===== config.mk =====
export PLATFORM = sky130hd
export DESIGN_NAME = variance_burst_plateau_detector_core_flat
export DESIGN_NICKNAME = d
export VERILOG_FILES = /design/src/rtl/vbpd_pkg.sv /design/src/rtl/vbpd_ifs.sv /design/src/rtl/vbpd_ctrl.sv /design/src/rtl/vbpd_dp.sv /design/src/rtl/variance_burst_plateau_detector_core.sv /design/src/flat_wrapper.sv
export SDC_FILE = /design/constraint.sdc
export NUM_CORES = 2
export LEC_CHECK = 0
export BUFFER_PORTS_ARGS = -buffer_cell sky130_fd_sc_hd__buf_2
export CORE_AREA = 2 2 505 633
export CTS_CLUSTER_DIAMETER = 100
export DETAILED_ROUTE_END_ITERATION = 16
export DIE_AREA = 0 0 507 635
export GPL_ROUTABILITY_DRIVEN = 0
export PLACE_DENSITY = 0.47
export SETUP_SLACK_MARGIN = 0.3
export SYNTH_ARGS = -nofsm -noshare
export SYNTH_HDL_FRONTEND = slang
export SYNTH_SLANG_ARGS = --single-unit
export TNS_END_PERCENT = 20

===== constraint.sdc =====
create_clock -name clk_i -period 23.8 [get_ports clk_i]
set_clock_uncertainty 0.1 [all_clocks]
set_input_delay 3.57 -clock clk_i [delete_from_list [all_inputs] [get_ports clk_i]]
set_output_delay 3.57 -clock clk_i [all_outputs]
set_load 0.1 [all_outputs]

===== src/rtl/vbpd_pkg.sv =====
// Package for the variance burst and plateau detector.
// Field widths, register indexes, reset values, state and operation codes.
// No dependencies; every other file of the block uses it.
`timescale 1ns / 1ps
`default_nettype none

package vbpd_pkg;

  localparam int AngleW  = 24;
  localparam int FrameW  = 32;
  localparam int VarW    = 48;
  localparam int SpreadW = 24;
  localparam int SumW    = 40;
  localparam int SqW     = 64;
  localparam int RunW    = 16;
  localparam int TolW    = 24;
  localparam int MulW    = 24;
  localparam int ProdW   = 2 * MulW;
  localparam int DivCntW = $clog2(SqW);
  localparam int CfgIdxW = 4;
  localparam int CfgDatW = 48;

  localparam logic [CfgIdxW-1:0] CFG_THRESHOLD = 4'd0;
  localparam logic [CfgIdxW-1:0] CFG_CONFIRM   = 4'd1;
  localparam logic [CfgIdxW-1:0] CFG_TOLERANCE = 4'd2;
  localparam logic [CfgIdxW-1:0] CFG_PLATEAU   = 4'd3;

  localparam logic [VarW-1:0] THRESHOLD_RST = 48'd429496730;
  localparam logic [RunW-1:0] CONFIRM_RST   = 16'd10;
  localparam logic [TolW-1:0] TOLERANCE_RST = 24'd3277;
  localparam logic [RunW-1:0] PLATEAU_RST   = 16'd30;

  localparam logic [VarW-1:0]  MIN_PREV = 48'd4294967;
  localparam logic [VarW-1:0]  VAR_MAX  = '1;
  localparam logic [RunW-1:0]  RUN_MAX  = '1;
  localparam logic [DivCntW-1:0] DIV_LAST = '1;

  typedef enum logic [3:0] {
    ST_IDLE,
    ST_SQ,
    ST_LOAD,
    ST_DIV,
    ST_MEAN2,
    ST_VAR,
    ST_MULH,
    ST_MULL,
    ST_DEC
  } state_e;

  typedef enum logic [3:0] {
    OP_NONE,
    OP_TAKE,
    OP_SQ,
    OP_LOAD,
    OP_DIV,
    OP_MEAN2,
    OP_VAR,
    OP_MULH,
    OP_MULL,
    OP_DEC
  } op_e;

  typedef struct packed {
    logic restart;
    logic last;
    logic div_done;
    logic out_free;
  } stat_t;

endpackage

`default_nettype wire


===== src/rtl/vbpd_ifs.sv =====
// Handshake channels of the detector: sample input, result output, register write.
// Depends on vbpd_pkg for field widths.
`timescale 1ns / 1ps
`default_nettype none

interface vbpd_in_if;
  logic                               valid;
  logic                               ready;
  logic signed [vbpd_pkg::AngleW-1:0] angle;
  logic                               last_in_frame;
  logic [vbpd_pkg::FrameW-1:0]        frame_number;
  logic                               restart;

  modport source (output valid, angle, last_in_frame, frame_number, restart, input ready);
  modport sink   (input valid, angle, last_in_frame, frame_number, restart, output ready);
endinterface

interface vbpd_out_if;
  logic                          valid;
  logic                          ready;
  logic [vbpd_pkg::VarW-1:0]     frame_variance;
  logic [vbpd_pkg::SpreadW-1:0]  spread;
  logic                          onset_found;
  logic [vbpd_pkg::FrameW-1:0]   onset_frame;
  logic [vbpd_pkg::VarW-1:0]     onset_variance;
  logic                          plateau_found;
  logic [vbpd_pkg::FrameW-1:0]   plateau_frame;
  logic [vbpd_pkg::VarW-1:0]     plateau_variance;

  modport source (output valid, frame_variance, spread, onset_found, onset_frame,
                  onset_variance, plateau_found, plateau_frame, plateau_variance,
                  input ready);
  modport sink   (input valid, frame_variance, spread, onset_found, onset_frame,
                  onset_variance, plateau_found, plateau_frame, plateau_variance,
                  output ready);
endinterface

interface vbpd_cfg_if;
  logic                           valid;
  logic                           ready;
  logic [vbpd_pkg::CfgIdxW-1:0]   index;
  logic [vbpd_pkg::CfgDatW-1:0]   data;

  modport source (output valid, index, data, input ready);
  modport sink   (input valid, index, data, output ready);
endinterface

`default_nettype wire


===== src/rtl/vbpd_ctrl.sv =====
// Controller of the detector: sequences sample accumulation and frame-end math.
// Depends on vbpd_pkg; drives the datapath vbpd_dp by operation codes.
`timescale 1ns / 1ps
`default_nettype none

module vbpd_ctrl (
  input  wire logic            clk_i,
  input  wire logic            rst_ni,
  input  wire logic            in_valid_i,
  output logic                 in_ready_o,
  input  wire vbpd_pkg::stat_t stat_i,
  output vbpd_pkg::op_e        op_o
);

  vbpd_pkg::state_e state_q, state_d;

  always_ff @(posedge clk_i or negedge rst_ni) begin
    if (!rst_ni) begin
      state_q <= vbpd_pkg::ST_IDLE;
    end else begin
      state_q <= state_d;
    end
  end

  always_comb begin
    state_d    = state_q;
    op_o       = vbpd_pkg::OP_NONE;
    in_ready_o = 1'b0;
    case (state_q)
      vbpd_pkg::ST_IDLE: begin
        in_ready_o = 1'b1;
        if (in_valid_i) begin
          op_o    = vbpd_pkg::OP_TAKE;
          state_d = stat_i.restart ? vbpd_pkg::ST_IDLE : vbpd_pkg::ST_SQ;
        end
      end
      vbpd_pkg::ST_SQ: begin
        op_o    = vbpd_pkg::OP_SQ;
        state_d = stat_i.last ? vbpd_pkg::ST_LOAD : vbpd_pkg::ST_IDLE;
      end
      vbpd_pkg::ST_LOAD: begin
        op_o    = vbpd_pkg::OP_LOAD;
        state_d = vbpd_pkg::ST_DIV;
      end
      vbpd_pkg::ST_DIV: begin
        op_o = vbpd_pkg::OP_DIV;
        if (stat_i.div_done) begin
          state_d = vbpd_pkg::ST_MEAN2;
        end
      end
      vbpd_pkg::ST_MEAN2: begin
        op_o    = vbpd_pkg::OP_MEAN2;
        state_d = vbpd_pkg::ST_VAR;
      end
      vbpd_pkg::ST_VAR: begin
        op_o    = vbpd_pkg::OP_VAR;
        state_d = vbpd_pkg::ST_MULH;
      end
      vbpd_pkg::ST_MULH: begin
        op_o    = vbpd_pkg::OP_MULH;
        state_d = vbpd_pkg::ST_MULL;
      end
      vbpd_pkg::ST_MULL: begin
        op_o    = vbpd_pkg::OP_MULL;
        state_d = vbpd_pkg::ST_DEC;
      end
      vbpd_pkg::ST_DEC: begin
        if (stat_i.out_free) begin
          op_o    = vbpd_pkg::OP_DEC;
          state_d = vbpd_pkg::ST_IDLE;
        end
      end
      default: begin
        state_d = vbpd_pkg::ST_IDLE;
      end
    endcase
  end

endmodule

`default_nettype wire


===== src/rtl/vbpd_dp.sv =====
// Datapath of the detector: accumulators, shared 24x24 multiplier, two
// one-bit-per-cycle dividers, onset and plateau state, registers, result word.
// Depends on vbpd_pkg; steered by vbpd_ctrl.
`timescale 1ns / 1ps
`default_nettype none

module vbpd_dp #(
  parameter int MAX_SAMPLES = 65536
) (
  input  wire logic                                clk_i,
  input  wire logic                                rst_ni,
  input  wire vbpd_pkg::op_e                       op_i,
  output vbpd_pkg::stat_t                          stat_o,
  input  wire logic signed [vbpd_pkg::AngleW-1:0]  angle_i,
  input  wire logic                                last_in_frame_i,
  input  wire logic [vbpd_pkg::FrameW-1:0]         frame_number_i,
  input  wire logic                                restart_i,
  input  wire logic                                cfg_we_i,
  input  wire logic [vbpd_pkg::CfgIdxW-1:0]        cfg_index_i,
  input  wire logic [vbpd_pkg::CfgDatW-1:0]        cfg_data_i,
  output logic                                     out_valid_o,
  input  wire logic                                out_ready_i,
  output logic [vbpd_pkg::VarW-1:0]                frame_variance_o,
  output logic [vbpd_pkg::SpreadW-1:0]             spread_o,
  output logic                                     onset_found_o,
  output logic [vbpd_pkg::FrameW-1:0]              onset_frame_o,
  output logic [vbpd_pkg::VarW-1:0]                onset_variance_o,
  output logic                                     plateau_found_o,
  output logic [vbpd_pkg::FrameW-1:0]              plateau_frame_o,
  output logic [vbpd_pkg::VarW-1:0]                plateau_variance_o
);

  localparam int CntW = $clog2(MAX_SAMPLES + 1);
  localparam logic [CntW-1:0] CntMax = CntW'(MAX_SAMPLES);

  // configuration
  logic [vbpd_pkg::VarW-1:0] thr_q;
  logic [vbpd_pkg::RunW-1:0] conf_q;
  logic [vbpd_pkg::TolW-1:0] tol_q;
  logic [vbpd_pkg::RunW-1:0] pfr_q;

  // frame accumulators and detection state
  logic [CntW-1:0]                   cnt_q;
  logic signed [vbpd_pkg::SumW-1:0]  sum_q;
  logic [vbpd_pkg::SqW-1:0]          sq_q;
  logic signed [vbpd_pkg::AngleW-1:0] min_q, max_q;
  logic [vbpd_pkg::VarW-1:0]         prev_q;
  logic                              havep_q;
  logic [vbpd_pkg::RunW-1:0]         above_q, stable_q;
  logic                              oseen_q, pseen_q;
  logic [vbpd_pkg::FrameW-1:0]       ostart_q, pstart_q;
  logic [vbpd_pkg::VarW-1:0]         olvl_q, plvl_q;

  // working registers
  logic                              last_q, acc_en_q;
  logic [vbpd_pkg::FrameW-1:0]       frame_q;
  logic [vbpd_pkg::MulW-1:0]         a_mag_q;
  logic [CntW-1:0]                   n_q;
  logic [vbpd_pkg::SqW-1:0]          dq_q, dm_q;
  logic [CntW-1:0]                   rq_q, rm_q;
  logic [vbpd_pkg::DivCntW-1:0]      div_cnt_q;
  logic [vbpd_pkg::SpreadW-1:0]      spread_q;
  logic [vbpd_pkg::ProdW-1:0]        mul_q, ph_q;
  logic [vbpd_pkg::VarW-1:0]         var_q;
  logic [vbpd_pkg::SqW-1:0]          lhs_q;

  // combinational
  logic                              not_full;
  logic [vbpd_pkg::MulW-1:0]         in_mag;
  logic [vbpd_pkg::SumW-1:0]         sum_abs;
  logic [CntW-1:0]                   n_c;
  logic signed [vbpd_pkg::SpreadW:0] span;
  logic [vbpd_pkg::MulW-1:0]         mul_a, mul_b;
  logic [vbpd_pkg::ProdW-1:0]        mul_p;
  logic [vbpd_pkg::VarW-1:0]         pm;
  logic [vbpd_pkg::VarW-1:0]         dvar;
  logic [vbpd_pkg::SqW-1:0]          v64;
  logic [vbpd_pkg::VarW-1:0]         var_c;
  logic [CntW:0]                     tq, tm;
  logic [vbpd_pkg::ProdW+vbpd_pkg::TolW-1:0] bound;
  logic                              stable;
  logic [vbpd_pkg::RunW-1:0]         above_n, stable_n;
  logic [vbpd_pkg::VarW-1:0]         olvl_n;
  logic                              oseen_n, onow, pseen_n;
  logic [vbpd_pkg::FrameW-1:0]       ostart_n, pstart_n;
  logic [vbpd_pkg::VarW-1:0]         plvl_n;
  logic                              out_valid_q;

  assign not_full = cnt_q < CntMax;
  assign in_mag   = angle_i[vbpd_pkg::AngleW-1] ? (~angle_i + 1'b1) : angle_i;
  assign sum_abs  = sum_q[vbpd_pkg::SumW-1] ? vbpd_pkg::SumW'(-sum_q) : sum_q;
  assign n_c      = (cnt_q != '0) ? cnt_q : CntW'(1);
  assign span     = (vbpd_pkg::SpreadW+1)'(max_q) - (vbpd_pkg::SpreadW+1)'(min_q);
  assign pm       = (prev_q > vbpd_pkg::MIN_PREV) ? prev_q : vbpd_pkg::MIN_PREV;
  assign dvar     = (var_q > prev_q) ? (var_q - prev_q) : (prev_q - var_q);
  assign v64      = (dq_q > vbpd_pkg::SqW'(mul_q)) ? (dq_q - vbpd_pkg::SqW'(mul_q)) : '0;
  assign var_c    = (v64[vbpd_pkg::SqW-1:vbpd_pkg::VarW] != '0) ? vbpd_pkg::VAR_MAX
                                                               : v64[vbpd_pkg::VarW-1:0];
  assign tq       = {rq_q, dq_q[vbpd_pkg::SqW-1]};
  assign tm       = {rm_q, dm_q[vbpd_pkg::SqW-1]};
  assign bound    = {ph_q, vbpd_pkg::MulW'(0)} + (vbpd_pkg::ProdW+vbpd_pkg::TolW)'(mul_q);
  assign stable   = (tol_q != '0) &&
                    ((vbpd_pkg::ProdW+vbpd_pkg::TolW)'(lhs_q) < bound);

  always_comb begin
    case (op_i)
      vbpd_pkg::OP_MEAN2: begin
        mul_a = dm_q[vbpd_pkg::MulW-1:0];
        mul_b = dm_q[vbpd_pkg::MulW-1:0];
      end
      vbpd_pkg::OP_MULH: begin
        mul_a = pm[vbpd_pkg::VarW-1:vbpd_pkg::MulW];
        mul_b = tol_q;
      end
      vbpd_pkg::OP_MULL: begin
        mul_a = pm[vbpd_pkg::MulW-1:0];
        mul_b = tol_q;
      end
      default: begin
        mul_a = a_mag_q;
        mul_b = a_mag_q;
      end
    endcase
  end

  assign mul_p = vbpd_pkg::ProdW'(mul_a) * vbpd_pkg::ProdW'(mul_b);

  always_comb begin
    above_n  = above_q;
    olvl_n   = olvl_q;
    oseen_n  = oseen_q;
    ostart_n = ostart_q;
    onow     = 1'b0;
    stable_n = stable_q;
    pseen_n  = pseen_q;
    pstart_n = pstart_q;
    plvl_n   = plvl_q;
    if (!oseen_q) begin
      if (var_q > thr_q) begin
        if (above_q == '0) begin
          olvl_n = var_q;
        end
        if (above_q != vbpd_pkg::RUN_MAX) begin
          above_n = above_q + 1'b1;
        end
        if (above_n >= conf_q) begin
          oseen_n  = 1'b1;
          onow     = 1'b1;
          ostart_n = frame_q - vbpd_pkg::FrameW'(conf_q) + 1'b1;
        end
      end else begin
        above_n = '0;
        olvl_n  = '0;
      end
    end
    if (havep_q) begin
      if (stable) begin
        if (stable_q != vbpd_pkg::RUN_MAX) begin
          stable_n = stable_q + 1'b1;
        end
      end else begin
        stable_n = '0;
      end
    end
    if (oseen_n && !pseen_q && (stable_n >= pfr_q)) begin
      pseen_n  = 1'b1;
      pstart_n = frame_q - vbpd_pkg::FrameW'(pfr_q) + 1'b1;
      plvl_n   = var_q;
    end
  end

  always_ff @(posedge clk_i or negedge rst_ni) begin
    if (!rst_ni) begin
      thr_q  <= vbpd_pkg::THRESHOLD_RST;
      conf_q <= vbpd_pkg::CONFIRM_RST;
      tol_q  <= vbpd_pkg::TOLERANCE_RST;
      pfr_q  <= vbpd_pkg::PLATEAU_RST;
    end else if (cfg_we_i) begin
      case (cfg_index_i)
        vbpd_pkg::CFG_THRESHOLD: thr_q  <= cfg_data_i[vbpd_pkg::VarW-1:0];
        vbpd_pkg::CFG_CONFIRM:   conf_q <= cfg_data_i[vbpd_pkg::RunW-1:0];
        vbpd_pkg::CFG_TOLERANCE: tol_q  <= cfg_data_i[vbpd_pkg::TolW-1:0];
        vbpd_pkg::CFG_PLATEAU:   pfr_q  <= cfg_data_i[vbpd_pkg::RunW-1:0];
        default: ;
      endcase
    end
  end

  always_ff @(posedge clk_i or negedge rst_ni) begin
    if (!rst_ni) begin
      cnt_q    <= '0;
      sum_q    <= '0;
      sq_q     <= '0;
      min_q    <= '0;
      max_q    <= '0;
      prev_q   <= '0;
      havep_q  <= 1'b0;
      above_q  <= '0;
      stable_q <= '0;
      oseen_q  <= 1'b0;
      ostart_q <= '0;
      olvl_q   <= '0;
      pseen_q  <= 1'b0;
      pstart_q <= '0;
      plvl_q   <= '0;
    end else begin
      case (op_i)
        vbpd_pkg::OP_TAKE: begin
          if (restart_i) begin
            cnt_q    <= '0;
            sum_q    <= '0;
            sq_q     <= '0;
            min_q    <= '0;
            max_q    <= '0;
            prev_q   <= '0;
            havep_q  <= 1'b0;
            above_q  <= '0;
            stable_q <= '0;
            oseen_q  <= 1'b0;
            ostart_q <= '0;
            olvl_q   <= '0;
            pseen_q  <= 1'b0;
            pstart_q <= '0;
            plvl_q   <= '0;
          end else if (not_full) begin
            if (cnt_q == '0) begin
              min_q <= angle_i;
              max_q <= angle_i;
            end else begin
              if (angle_i < min_q) min_q <= angle_i;
              if (angle_i > max_q) max_q <= angle_i;
            end
            sum_q <= sum_q + vbpd_pkg::SumW'(angle_i);
            cnt_q <= cnt_q + 1'b1;
          end
        end
        vbpd_pkg::OP_SQ: begin
          if (acc_en_q) begin
            sq_q <= sq_q + vbpd_pkg::SqW'(mul_p);
          end
        end
        vbpd_pkg::OP_LOAD: begin
          cnt_q <= '0;
          sum_q <= '0;
          sq_q  <= '0;
          min_q <= '0;
          max_q <= '0;
        end
        vbpd_pkg::OP_DEC: begin
          above_q  <= above_n;
          olvl_q   <= olvl_n;
          oseen_q  <= oseen_n;
          ostart_q <= ostart_n;
          stable_q <= stable_n;
          pseen_q  <= pseen_n;
          pstart_q <= pstart_n;
          plvl_q   <= plvl_n;
          prev_q   <= var_q;
          havep_q  <= 1'b1;
        end
        default: ;
      endcase
    end
  end

  always_ff @(posedge clk_i) begin
    case (op_i)
      vbpd_pkg::OP_TAKE: begin
        last_q   <= last_in_frame_i;
        frame_q  <= frame_number_i;
        a_mag_q  <= in_mag;
        acc_en_q <= !restart_i && not_full;
      end
      vbpd_pkg::OP_LOAD: begin
        n_q       <= n_c;
        dq_q      <= sq_q;
        dm_q      <= vbpd_pkg::SqW'(sum_abs) + vbpd_pkg::SqW'(n_c >> 1);
        rq_q      <= '0;
        rm_q      <= '0;
        div_cnt_q <= '0;
        spread_q  <= span[vbpd_pkg::SpreadW-1:0];
      end
      vbpd_pkg::OP_DIV: begin
        div_cnt_q <= div_cnt_q + 1'b1;
        if (tq >= {1'b0, n_q}) begin
          rq_q <= CntW'(tq - {1'b0, n_q});
          dq_q <= {dq_q[vbpd_pkg::SqW-2:0], 1'b1};
        end else begin
          rq_q <= tq[CntW-1:0];
          dq_q <= {dq_q[vbpd_pkg::SqW-2:0], 1'b0};
        end
        if (tm >= {1'b0, n_q}) begin
          rm_q <= CntW'(tm - {1'b0, n_q});
          dm_q <= {dm_q[vbpd_pkg::SqW-2:0], 1'b1};
        end else begin
          rm_q <= tm[CntW-1:0];
          dm_q <= {dm_q[vbpd_pkg::SqW-2:0], 1'b0};
        end
      end
      vbpd_pkg::OP_MEAN2: begin
        mul_q <= mul_p;
      end
      vbpd_pkg::OP_VAR: begin
        var_q <= var_c;
      end
      vbpd_pkg::OP_MULH: begin
        ph_q  <= mul_p;
        lhs_q <= {dvar, 16'b0};
      end
      vbpd_pkg::OP_MULL: begin
        mul_q <= mul_p;
      end
      default: ;
    endcase
  end

  always_ff @(posedge clk_i or negedge rst_ni) begin
    if (!rst_ni) begin
      out_valid_q <= 1'b0;
    end else if (op_i == vbpd_pkg::OP_DEC) begin
      out_valid_q <= 1'b1;
    end else if (out_ready_i) begin
      out_valid_q <= 1'b0;
    end
  end

  always_ff @(posedge clk_i) begin
    if (op_i == vbpd_pkg::OP_DEC) begin
      frame_variance_o   <= var_q;
      spread_o           <= spread_q;
      onset_found_o      <= onow;
      onset_frame_o      <= onow ? ostart_n : '0;
      onset_variance_o   <= onow ? olvl_n : '0;
      plateau_found_o    <= pseen_n;
      plateau_frame_o    <= pseen_n ? pstart_n : '0;
      plateau_variance_o <= pseen_n ? plvl_n : '0;
    end
  end

  assign out_valid_o     = out_valid_q;
  assign stat_o.restart  = restart_i;
  assign stat_o.last     = last_q;
  assign stat_o.div_done = div_cnt_q == vbpd_pkg::DIV_LAST;
  assign stat_o.out_free = !out_valid_q || out_ready_i;

endmodule

`default_nettype wire


===== src/rtl/variance_burst_plateau_detector_core.sv =====
// Top level of the variance burst and plateau detector.
// Depends on vbpd_pkg, vbpd_ifs (channels), vbpd_ctrl and vbpd_dp.
`timescale 1ns / 1ps
`default_nettype none

// Angle samples enter one word at a time on in_ch; each sample is captured,
// then squared and added through the shared 24x24 multiplier. The sample
// that closes a frame is captured, squared and loaded, then passes through 64
// steps of the pair of one-bit-per-cycle dividers (mean of squares and
// rounded mean), then five steps for the squared mean, the variance, the two
// halves of the tolerance product and the onset/plateau decision. The
// decision step waits while the output register still holds a result that
// has not been taken. A restart word clears the frame and onset/plateau
// history, keeping the registers. One result word per closing sample leaves
// on out_ch through an output register, so the next frame is accepted while
// a result waits. The register port is always ready.
module variance_burst_plateau_detector_core #(
  parameter int MAX_SAMPLES = 65536
) (
  input wire logic   clk_i,
  input wire logic   rst_ni,
  vbpd_in_if.sink    in_ch,
  vbpd_out_if.source out_ch,
  vbpd_cfg_if.sink   cfg_ch
);

  vbpd_pkg::op_e   op;
  vbpd_pkg::stat_t stat;

  assign cfg_ch.ready = 1'b1;

  vbpd_ctrl u_ctrl (
    .clk_i      (clk_i),
    .rst_ni     (rst_ni),
    .in_valid_i (in_ch.valid),
    .in_ready_o (in_ch.ready),
    .stat_i     (stat),
    .op_o       (op)
  );

  vbpd_dp #(
    .MAX_SAMPLES (MAX_SAMPLES)
  ) u_dp (
    .clk_i              (clk_i),
    .rst_ni             (rst_ni),
    .op_i               (op),
    .stat_o             (stat),
    .angle_i            (in_ch.angle),
    .last_in_frame_i    (in_ch.last_in_frame),
    .frame_number_i     (in_ch.frame_number),
    .restart_i          (in_ch.restart),
    .cfg_we_i           (cfg_ch.valid),
    .cfg_index_i        (cfg_ch.index),
    .cfg_data_i         (cfg_ch.data),
    .out_valid_o        (out_ch.valid),
    .out_ready_i        (out_ch.ready),
    .frame_variance_o   (out_ch.frame_variance),
    .spread_o           (out_ch.spread),
    .onset_found_o      (out_ch.onset_found),
    .onset_frame_o      (out_ch.onset_frame),
    .onset_variance_o   (out_ch.onset_variance),
    .plateau_found_o    (out_ch.plateau_found),
    .plateau_frame_o    (out_ch.plateau_frame),
    .plateau_variance_o (out_ch.plateau_variance)
  );

endmodule

`default_nettype wire


===== src/flat_wrapper.sv =====
// flat-port wrapper written by rule: the top's interface ports become plain ports
module variance_burst_plateau_detector_core_flat 
#(
  parameter int MAX_SAMPLES = 65536
)
  (clk_i, rst_ni, in_ch_valid, in_ch_angle, in_ch_last_in_frame, in_ch_frame_number, in_ch_restart, in_ch_ready, out_ch_valid, out_ch_frame_variance, out_ch_spread, out_ch_onset_found, out_ch_onset_frame, out_ch_onset_variance, out_ch_plateau_found, out_ch_plateau_frame, out_ch_plateau_variance, out_ch_ready, cfg_ch_valid, cfg_ch_index, cfg_ch_data, cfg_ch_ready);
  vbpd_in_if in_ch_i ();
  vbpd_out_if out_ch_i ();
  vbpd_cfg_if cfg_ch_i ();
  input wire logic clk_i;
  input wire logic rst_ni;
  input wire logic [$bits(in_ch_i.valid)-1:0] in_ch_valid;
  input wire logic [$bits(in_ch_i.angle)-1:0] in_ch_angle;
  input wire logic [$bits(in_ch_i.last_in_frame)-1:0] in_ch_last_in_frame;
  input wire logic [$bits(in_ch_i.frame_number)-1:0] in_ch_frame_number;
  input wire logic [$bits(in_ch_i.restart)-1:0] in_ch_restart;
  output wire logic [$bits(in_ch_i.ready)-1:0] in_ch_ready;
  output wire logic [$bits(out_ch_i.valid)-1:0] out_ch_valid;
  output wire logic [$bits(out_ch_i.frame_variance)-1:0] out_ch_frame_variance;
  output wire logic [$bits(out_ch_i.spread)-1:0] out_ch_spread;
  output wire logic [$bits(out_ch_i.onset_found)-1:0] out_ch_onset_found;
  output wire logic [$bits(out_ch_i.onset_frame)-1:0] out_ch_onset_frame;
  output wire logic [$bits(out_ch_i.onset_variance)-1:0] out_ch_onset_variance;
  output wire logic [$bits(out_ch_i.plateau_found)-1:0] out_ch_plateau_found;
  output wire logic [$bits(out_ch_i.plateau_frame)-1:0] out_ch_plateau_frame;
  output wire logic [$bits(out_ch_i.plateau_variance)-1:0] out_ch_plateau_variance;
  input wire logic [$bits(out_ch_i.ready)-1:0] out_ch_ready;
  input wire logic [$bits(cfg_ch_i.valid)-1:0] cfg_ch_valid;
  input wire logic [$bits(cfg_ch_i.index)-1:0] cfg_ch_index;
  input wire logic [$bits(cfg_ch_i.data)-1:0] cfg_ch_data;
  output wire logic [$bits(cfg_ch_i.ready)-1:0] cfg_ch_ready;
  assign in_ch_i.valid = in_ch_valid;
  assign in_ch_i.angle = in_ch_angle;
  assign in_ch_i.last_in_frame = in_ch_last_in_frame;
  assign in_ch_i.frame_number = in_ch_frame_number;
  assign in_ch_i.restart = in_ch_restart;
  assign in_ch_ready = in_ch_i.ready;
  assign out_ch_valid = out_ch_i.valid;
  assign out_ch_frame_variance = out_ch_i.frame_variance;
  assign out_ch_spread = out_ch_i.spread;
  assign out_ch_onset_found = out_ch_i.onset_found;
  assign out_ch_onset_frame = out_ch_i.onset_frame;
  assign out_ch_onset_variance = out_ch_i.onset_variance;
  assign out_ch_plateau_found = out_ch_i.plateau_found;
  assign out_ch_plateau_frame = out_ch_i.plateau_frame;
  assign out_ch_plateau_variance = out_ch_i.plateau_variance;
  assign out_ch_i.ready = out_ch_ready;
  assign cfg_ch_i.valid = cfg_ch_valid;
  assign cfg_ch_i.index = cfg_ch_index;
  assign cfg_ch_i.data = cfg_ch_data;
  assign cfg_ch_ready = cfg_ch_i.ready;
  variance_burst_plateau_detector_core #(.MAX_SAMPLES(MAX_SAMPLES)) u_core (.clk_i(clk_i), .rst_ni(rst_ni), .in_ch(in_ch_i), .out_ch(out_ch_i), .cfg_ch(cfg_ch_i));
endmodule

## Word-level counts from Yosys, hierarchy flattened

Index checks and enable logic that the tools add are counted.

| storage, ports and cells | value |
|---|---|
| register bits | 1,214 |
| input bits | 115 |
| output and inout bits | 237 |
| logic and storage cells | 228 |

| operators by class | value |
|---|---|
| add/sub/neg operators | 20 |
| multiply operators | 1 |
| $lt $le $gt $ge | 12 |
| equality and inequality tests | 32 |
| muxes and demuxes | 83 |
| bitwise operators | 1 |
| reductions and logical operators | 33 |

Operators by type and width:

| operator | number |
|---|---|
| 48-bit two-way mux | 7 |
| 48-bit one-hot mux with 2 select lines | 3 |
| 64-bit one-hot mux with 2 select lines | 2 |
| 24-bit two-way mux | 8 |
| 64-bit two-way mux | 3 |
| 64-bit one-hot mux with 3 select lines | 1 |
| 32-bit two-way mux | 5 |
| 16-bit two-way mux | 9 |
| 24-bit one-hot mux with 2 select lines | 3 |
| 32-bit one-hot mux with 2 select lines | 2 |
| 40-bit two-way mux | 3 |
| 17-bit one-hot mux with 2 select lines | 3 |
| 48-bit > comparator | 2 |
| 48-bit subtractor | 2 |
| 17-bit two-way mux | 5 |
| 40-bit one-hot mux with 2 select lines | 1 |
| 72-bit by 48-bit adder with 72-bit output | 1 |
| 64-bit by 72-bit < comparator with 1-bit output | 1 |
| 24-bit one-hot mux with 3 select lines | 1 |
| 4-bit one-hot mux with 9 select lines | 2 |
| 32-bit by 1-bit adder with 32-bit output, second input constant | 2 |
| 64-bit by 48-bit adder with 64-bit output | 1 |
| 64-bit by 48-bit > comparator with 1-bit output | 1 |
| 16-bit one-hot mux with 2 select lines | 2 |
| other kinds (49) | 112 |

## Longest topological paths before layout

| depth | value |
|---|---|
| depth after elaboration | 12 |
| depth in mapped cells | 51 |
| depth with buffers taken out | 47 |

## Hierarchy

A second synthesis with hierarchy kept.

| unflattened totals | value |
|---|---|
| cells, all modules | 9,594 |
| area total of the unflattened synthesis | 90,690.7 µm² |

Modules (own cells, without submodules):

| module | instances | cells each | area each (µm²) | seq. area each (µm²) |
|---|---|---|---|---|
| vbpd_dp | 1 | 9,560 | 90,385.4 | 32,981.6 |
| vbpd_ctrl | 1 | 32 | 294.0 | 100.1 |
| variance_burst_plateau_detector_core | 1 | 2 | 11.3 | 0.0 |

## Worst setup path before layout

OpenSTA, ideal clock, no wires.

| timing | value |
|---|---|
| path type | register to register |
| start | reg u_core.u_ctrl.state_q[3] |
| end | reg u_core.u_dp.sq_q[50] in the netlist's numbering |
| setup time | 0.140 ns |
| arrival time | 14.533 ns |
| required time | 23.560 ns |
| path slack | 9.027 ns |
| cell stages (with the launch flop) | 46 |
| buffers on the path | 4 |
| period minus slack after synthesis | 14.773 ns |
| cell sequence | dfrtp_1 -> nand2b_1 -> clkbuf_1 -> nor2_1 -> a22oi_1 -> o21ai_0 -> clkbuf_1 -> nand2_1 -> fa_1 -> inv_1 -> fa_1 -> inv_1 -> fa_1 -> inv_1 -> fa_1 -> inv_1 -> fa_1 -> inv_1 -> [10 not listed] -> a21oi_1 -> a221oi_1 -> o21ai_0 -> xor2_1 -> ha_1 -> clkbuf_1 -> a21o_1 -> a21o_1 -> a21o_1 -> a21oi_1 -> nor2_1 -> a2111oi_0 -> o41ai_1 -> a31oi_1 -> o21a_1 -> clkbuf_1 -> or3_1 -> a21oi_1 |

| between the ends | value |
|---|---|
| longest elaborated chain between the ends | 9 |
| elaborated cells between the ends (all ways) | 27 |
| those cells by class | 1 x add/sub; 1 x mul; 16 x eq/ne; 5 x mux; 4 x reduce/logical |

Ends and longest elaborated chain:

| what | line | text |
|---|---|---|
| from (decl) | vbpd_ctrl.sv:15 | `vbpd_pkg::state_e state_q, state_d;` |
| from (signal assigned) | vbpd_ctrl.sv:19 | `state_q <= vbpd_pkg::ST_IDLE;` |
| from (signal assigned) | vbpd_ctrl.sv:21 | `state_q <= state_d;` |
| 4-bit equality test (tied with other cells) | vbpd_ctrl.sv:29 | `case (state_q)` |
| 4-bit one-hot mux with 9 select lines * | vbpd_ctrl.sv:29 |  |
| 4-bit by 3-bit equality test with 1-bit output / 4-bit equality test (equally long branches) | vbpd_dp.sv:106 | `case (op_i)` |
| 2-bit OR reduction (no line) | - |  |
| 24-bit one-hot mux with 2 select lines | vbpd_dp.sv:106 |  |
| 24-bit by 24-bit multiplier with 48-bit output * | vbpd_dp.sv:126 | `assign mul_p = vbpd_pkg::ProdW'(mul_a) * vbpd_pkg::ProdW'(mul_b);` |
| net u_core.u_dp.mul_p, one bit | vbpd_dp.sv:74 | `logic [vbpd_pkg::ProdW-1:0] mul_p;` |
| 64-bit by 48-bit adder with 64-bit output * | vbpd_dp.sv:239 | `sq_q <= sq_q + vbpd_pkg::SqW'(mul_p);` |
| 64-bit two-way mux * | vbpd_dp.sv:238 | `if (acc_en_q) begin` |
| 64-bit one-hot mux with 3 select lines * | vbpd_dp.sv:207 | `case (op_i)` |
| to (signal assigned) | vbpd_dp.sv:239 |  |
| to (decl) | vbpd_dp.sv:45 | `logic [vbpd_pkg::SqW-1:0] sq_q;` |

The timed path passes the listed nets; every way through them passes the cells marked *. The select of a mux whose other input is x is not followed.
A chain may end at the register's enable or synchronous reset.

## Final worst setup path

| timing | value |
|---|---|
| start | reg u_core.u_dp.prev_q[3] in the netlist's numbering |
| end | reg u_core.u_dp.sq_q[50] in the netlist's numbering |

| between the ends | value |
|---|---|
| longest elaborated chain between the ends | 7 |

Ends and longest elaborated chain:

| what | line | text |
|---|---|---|
| from (decl) | vbpd_dp.sv:47 | `logic [vbpd_pkg::VarW-1:0] prev_q;` |
| from (signal assigned) | vbpd_dp.sv:258 | `prev_q <= var_q;` |
| 48-bit by 23-bit > comparator with 1-bit output | vbpd_dp.sv:94 | `assign pm = (prev_q > vbpd_pkg::MIN_PREV) ? prev_q : vbpd_pkg::MIN_PREV;` |
| 48-bit two-way mux * | vbpd_dp.sv:94 |  |
| 24-bit one-hot mux with 3 select lines * | vbpd_dp.sv:106 |  |
| 24-bit by 24-bit multiplier with 48-bit output * | vbpd_dp.sv:126 |  |
| net u_core.u_dp.mul_p, one bit | vbpd_dp.sv:74 |  |
| 64-bit by 48-bit adder with 64-bit output * | vbpd_dp.sv:239 |  |
| 64-bit two-way mux * | vbpd_dp.sv:238 |  |
| 64-bit one-hot mux with 3 select lines * | vbpd_dp.sv:207 |  |

Marks and branches as above.

==> flow_summary.toml <==
[floorplanning]
core-area_um2 = 316000
rows = 231
io-pin-count = 352
die_area_um2 = 322000
die_h_um = 635
die_x_um = 507
start_util_pct = 28.9

[global_routing]
gr-total-overflow = 0
grt_usage_pct = 21.2
antenna_found_initial = 21
grt_pass1_vias = 75400
grt_max_degree = 133
grt_pass1_wl_um = 512000

[min_path]
min_path_cells = 0
worstHoldStart = "u_core.u_dp.spread_q[13]"
hold_class = "register to register"
holdPathEnd = "u_core.u_dp.spread_o[13]"

[yosys]
synth_area_leaders = "edfxtp_1 (23%), dfrtp_1 (13%), fa_1 (11%)"
synth_edf_count = 693
synth_top_area_share_pct = 22.8
syn_area_per_cell_um2 = 9.39
synth_top_area_cell = "edfxtp_1"
ys_seq_area_share_pct = 36.2
yosysWarnings = 0
yosysUniqueCellTypes = 90
syn_area_um2 = 91300
synthArstFlopShare_pct = 41.4
syn_nets = 11100
synth_top_flop_cell = "edfxtp_1"
syn_inst = 9732
synth-seq-cells = 1182

[sta]
fmax_mhz = 66.8
timing.hold.ws_ns = 0.318
post-route-period-util_pct = 62.9
min_period_ns = 14.97
tightestPinTransition_ns = 1.36
hold_violations = 0
rsz0062_at_grt = "no"
setup_viol = 0
relSlewSlack_pct = 9.45
slew_violations = 0
setup_ws_ns = 8.83
setup-tns-final_ns = 0

[route]
drt-total-wl_um = 352000
drtIter0Drc = 6326
via_count = 74900
wl_per_cell_um = 24.6
drc = 0
drtPass1Iterations = 6
via_per_inst = 5.25
ant_nets = 0

[setup_path]
required_ns = 24.41
worstSetupPathType = "register to register"
critPathMostFrequentCell = "fa_1"
cp_slowest_cell = "a21boi_2"
reg2reg_depth = 41
cp.arrival_ns = 15.58
worst_setup_path_end_kind = "register"
r2r_setup_slack_ns = 8.83
timing.rr.start = "u_core.u_dp.prev_q[3]"
rr_endpoint = "u_core.u_dp.sq_q[50]"
cp_slowest_stage_delay_ns = 0.89
worst_setup_path_start_kind = "register"
crit_fanout = 21

[clock_network]
cts.clk_slew.worst_paths_ns = 0.07
cts_hold_buf = 0
htree_levels = 4
cts_resized = 0
numCtsBuffers = 149
cts_tree = "built"
cts_buffer_depth = 4
root_buffer = "clkbuf_16"
clock_sinks = 1182
clk_latency_ns = 0.89
postCtsSetupBuffers = 0

[layout]
area_growth_pct = 12.9
biggestRegsByFlops = "u_core.u_dp.dm_q x64, u_core.u_dp.dq_q x64, u_core.u_dp.sq_q x64"
final_area_um2 = 103000
drive_above_1_share_pct = 9.69
final_nets = 11300

[job]
drv_cap = 0

[run_status]
outcome = "finished clean"

[placed_design]
post-place-ws_ns = 9.28
place_area_um2 = 98300
dp.final_hpwl_um = 273000
numPortBuffers = 350
[synth_stat cells (all sizes together), types with 165 or more instances]
cell / instances
a21o: 240
a21oi: 545
clkbuf: 403
dfrtp: 461
edfxtp: 693
fa: 494
ha: 766
inv: 1057
nand2: 1101
nand3: 287
nor2: 821
o21ai: 639
xnor2: 278
xor2: 165
[how the worst max path moves through the flow]
stage,slack [ns],end,from
after floorplan,9.03,u_core.u_dp.sq_q[50],u_core.u_ctrl.state_q[3]
after global placement,9.57,u_core.u_dp.sq_q[62],u_core.u_dp.prev_q[3]
after detailed placement,9.28,u_core.u_dp.sq_q[56],u_core.u_dp.prev_q[3]
after CTS,9.17,u_core.u_dp.sq_q[56],u_core.u_dp.prev_q[3]
after global routing,8.33,u_core.u_dp.sq_q[60],u_core.u_dp.prev_q[3]
final,8.83,u_core.u_dp.sq_q[50],u_core.u_dp.prev_q[3]
[critical path: cells and delay by family (launching register included)]
family	cells	cell delay, ns
compound gates	19	6.82
xor+xnor	1	0.83
fa+ha+maj	9	4.48
buf+inv	6	0.85
flops	1	0.46
simple gates	6	1.25
[cell families after synthesis]
family,share of synthesized area (%)
multiplexers,1.76
XOR/XNOR,4.25
adder cells (fa/ha/maj),21.3
flip-flops,36.2
buffers and inverters,6.16
AO/OA/AOI/OAI,15.6
AND/OR/NAND/NOR,14.6
other,0.00411
[through the flow]
step | utilization, % | std cells
detailed placement | 31.1 | 14000
finish | 32.7 | 14300
floorplan | - | 9732
CTS | 32.7 | 14300
global placement | 31.1 | 14000
global route | 32.7 | 14300
[routing by layer]
layer | global-route usage [%] | wire length [µm] | part of all wire [%]
met2 | 35.6 | 167000 | 48
met5 | 0 | 144 | 0.041
met3 | 3.52 | 21400 | 6.1
met4 | 11.3 | 21600 | 6.1
met1 | 26.0 | 141000 | 40
[placed cells by master (no fill, tap or decap), types with 286 or more instances in the layout]
| cell type | Yosys | final |
|---|---|---|
| nand2_1 | 1101 | 1096 |
| inv_1 | 1057 | 1055 |
| nor2_1 | 821 | 812 |
| ha_1 | 766 | 766 |
| edfxtp_1 | 693 | 693 |
| o21ai_0 | 629 | 628 |
| a21oi_1 | 545 | 541 |
| fa_1 | 494 | 494 |
| dfrtp_1 | 461 | 460 |
| buf_2 | 8 | 349 |
| nand3_1 | 287 | 286 |
[layout make-up]
| type | instances | area (µm²) |
|---|---|---|
| Fill cell | 32600 | 213000 |
| Multi-Input combinational cell | 7056 | 53000 |
| Sequential cell | 1182 | 33100 |
| Tap cell | 4194 | 5250 |
| Inverter | 1057 | 3980 |
| Clock buffer | 188 | 3960 |
| Timing Repair Buffer | 507 | 2950 |
| Clock inverter | 75 | 832 |
| Antenna cell | 13 | 32.5 |
Power is left out: the tool's default activity adds up to more than one toggle a clock period on the data nets, which glitch-free logic cannot reach.
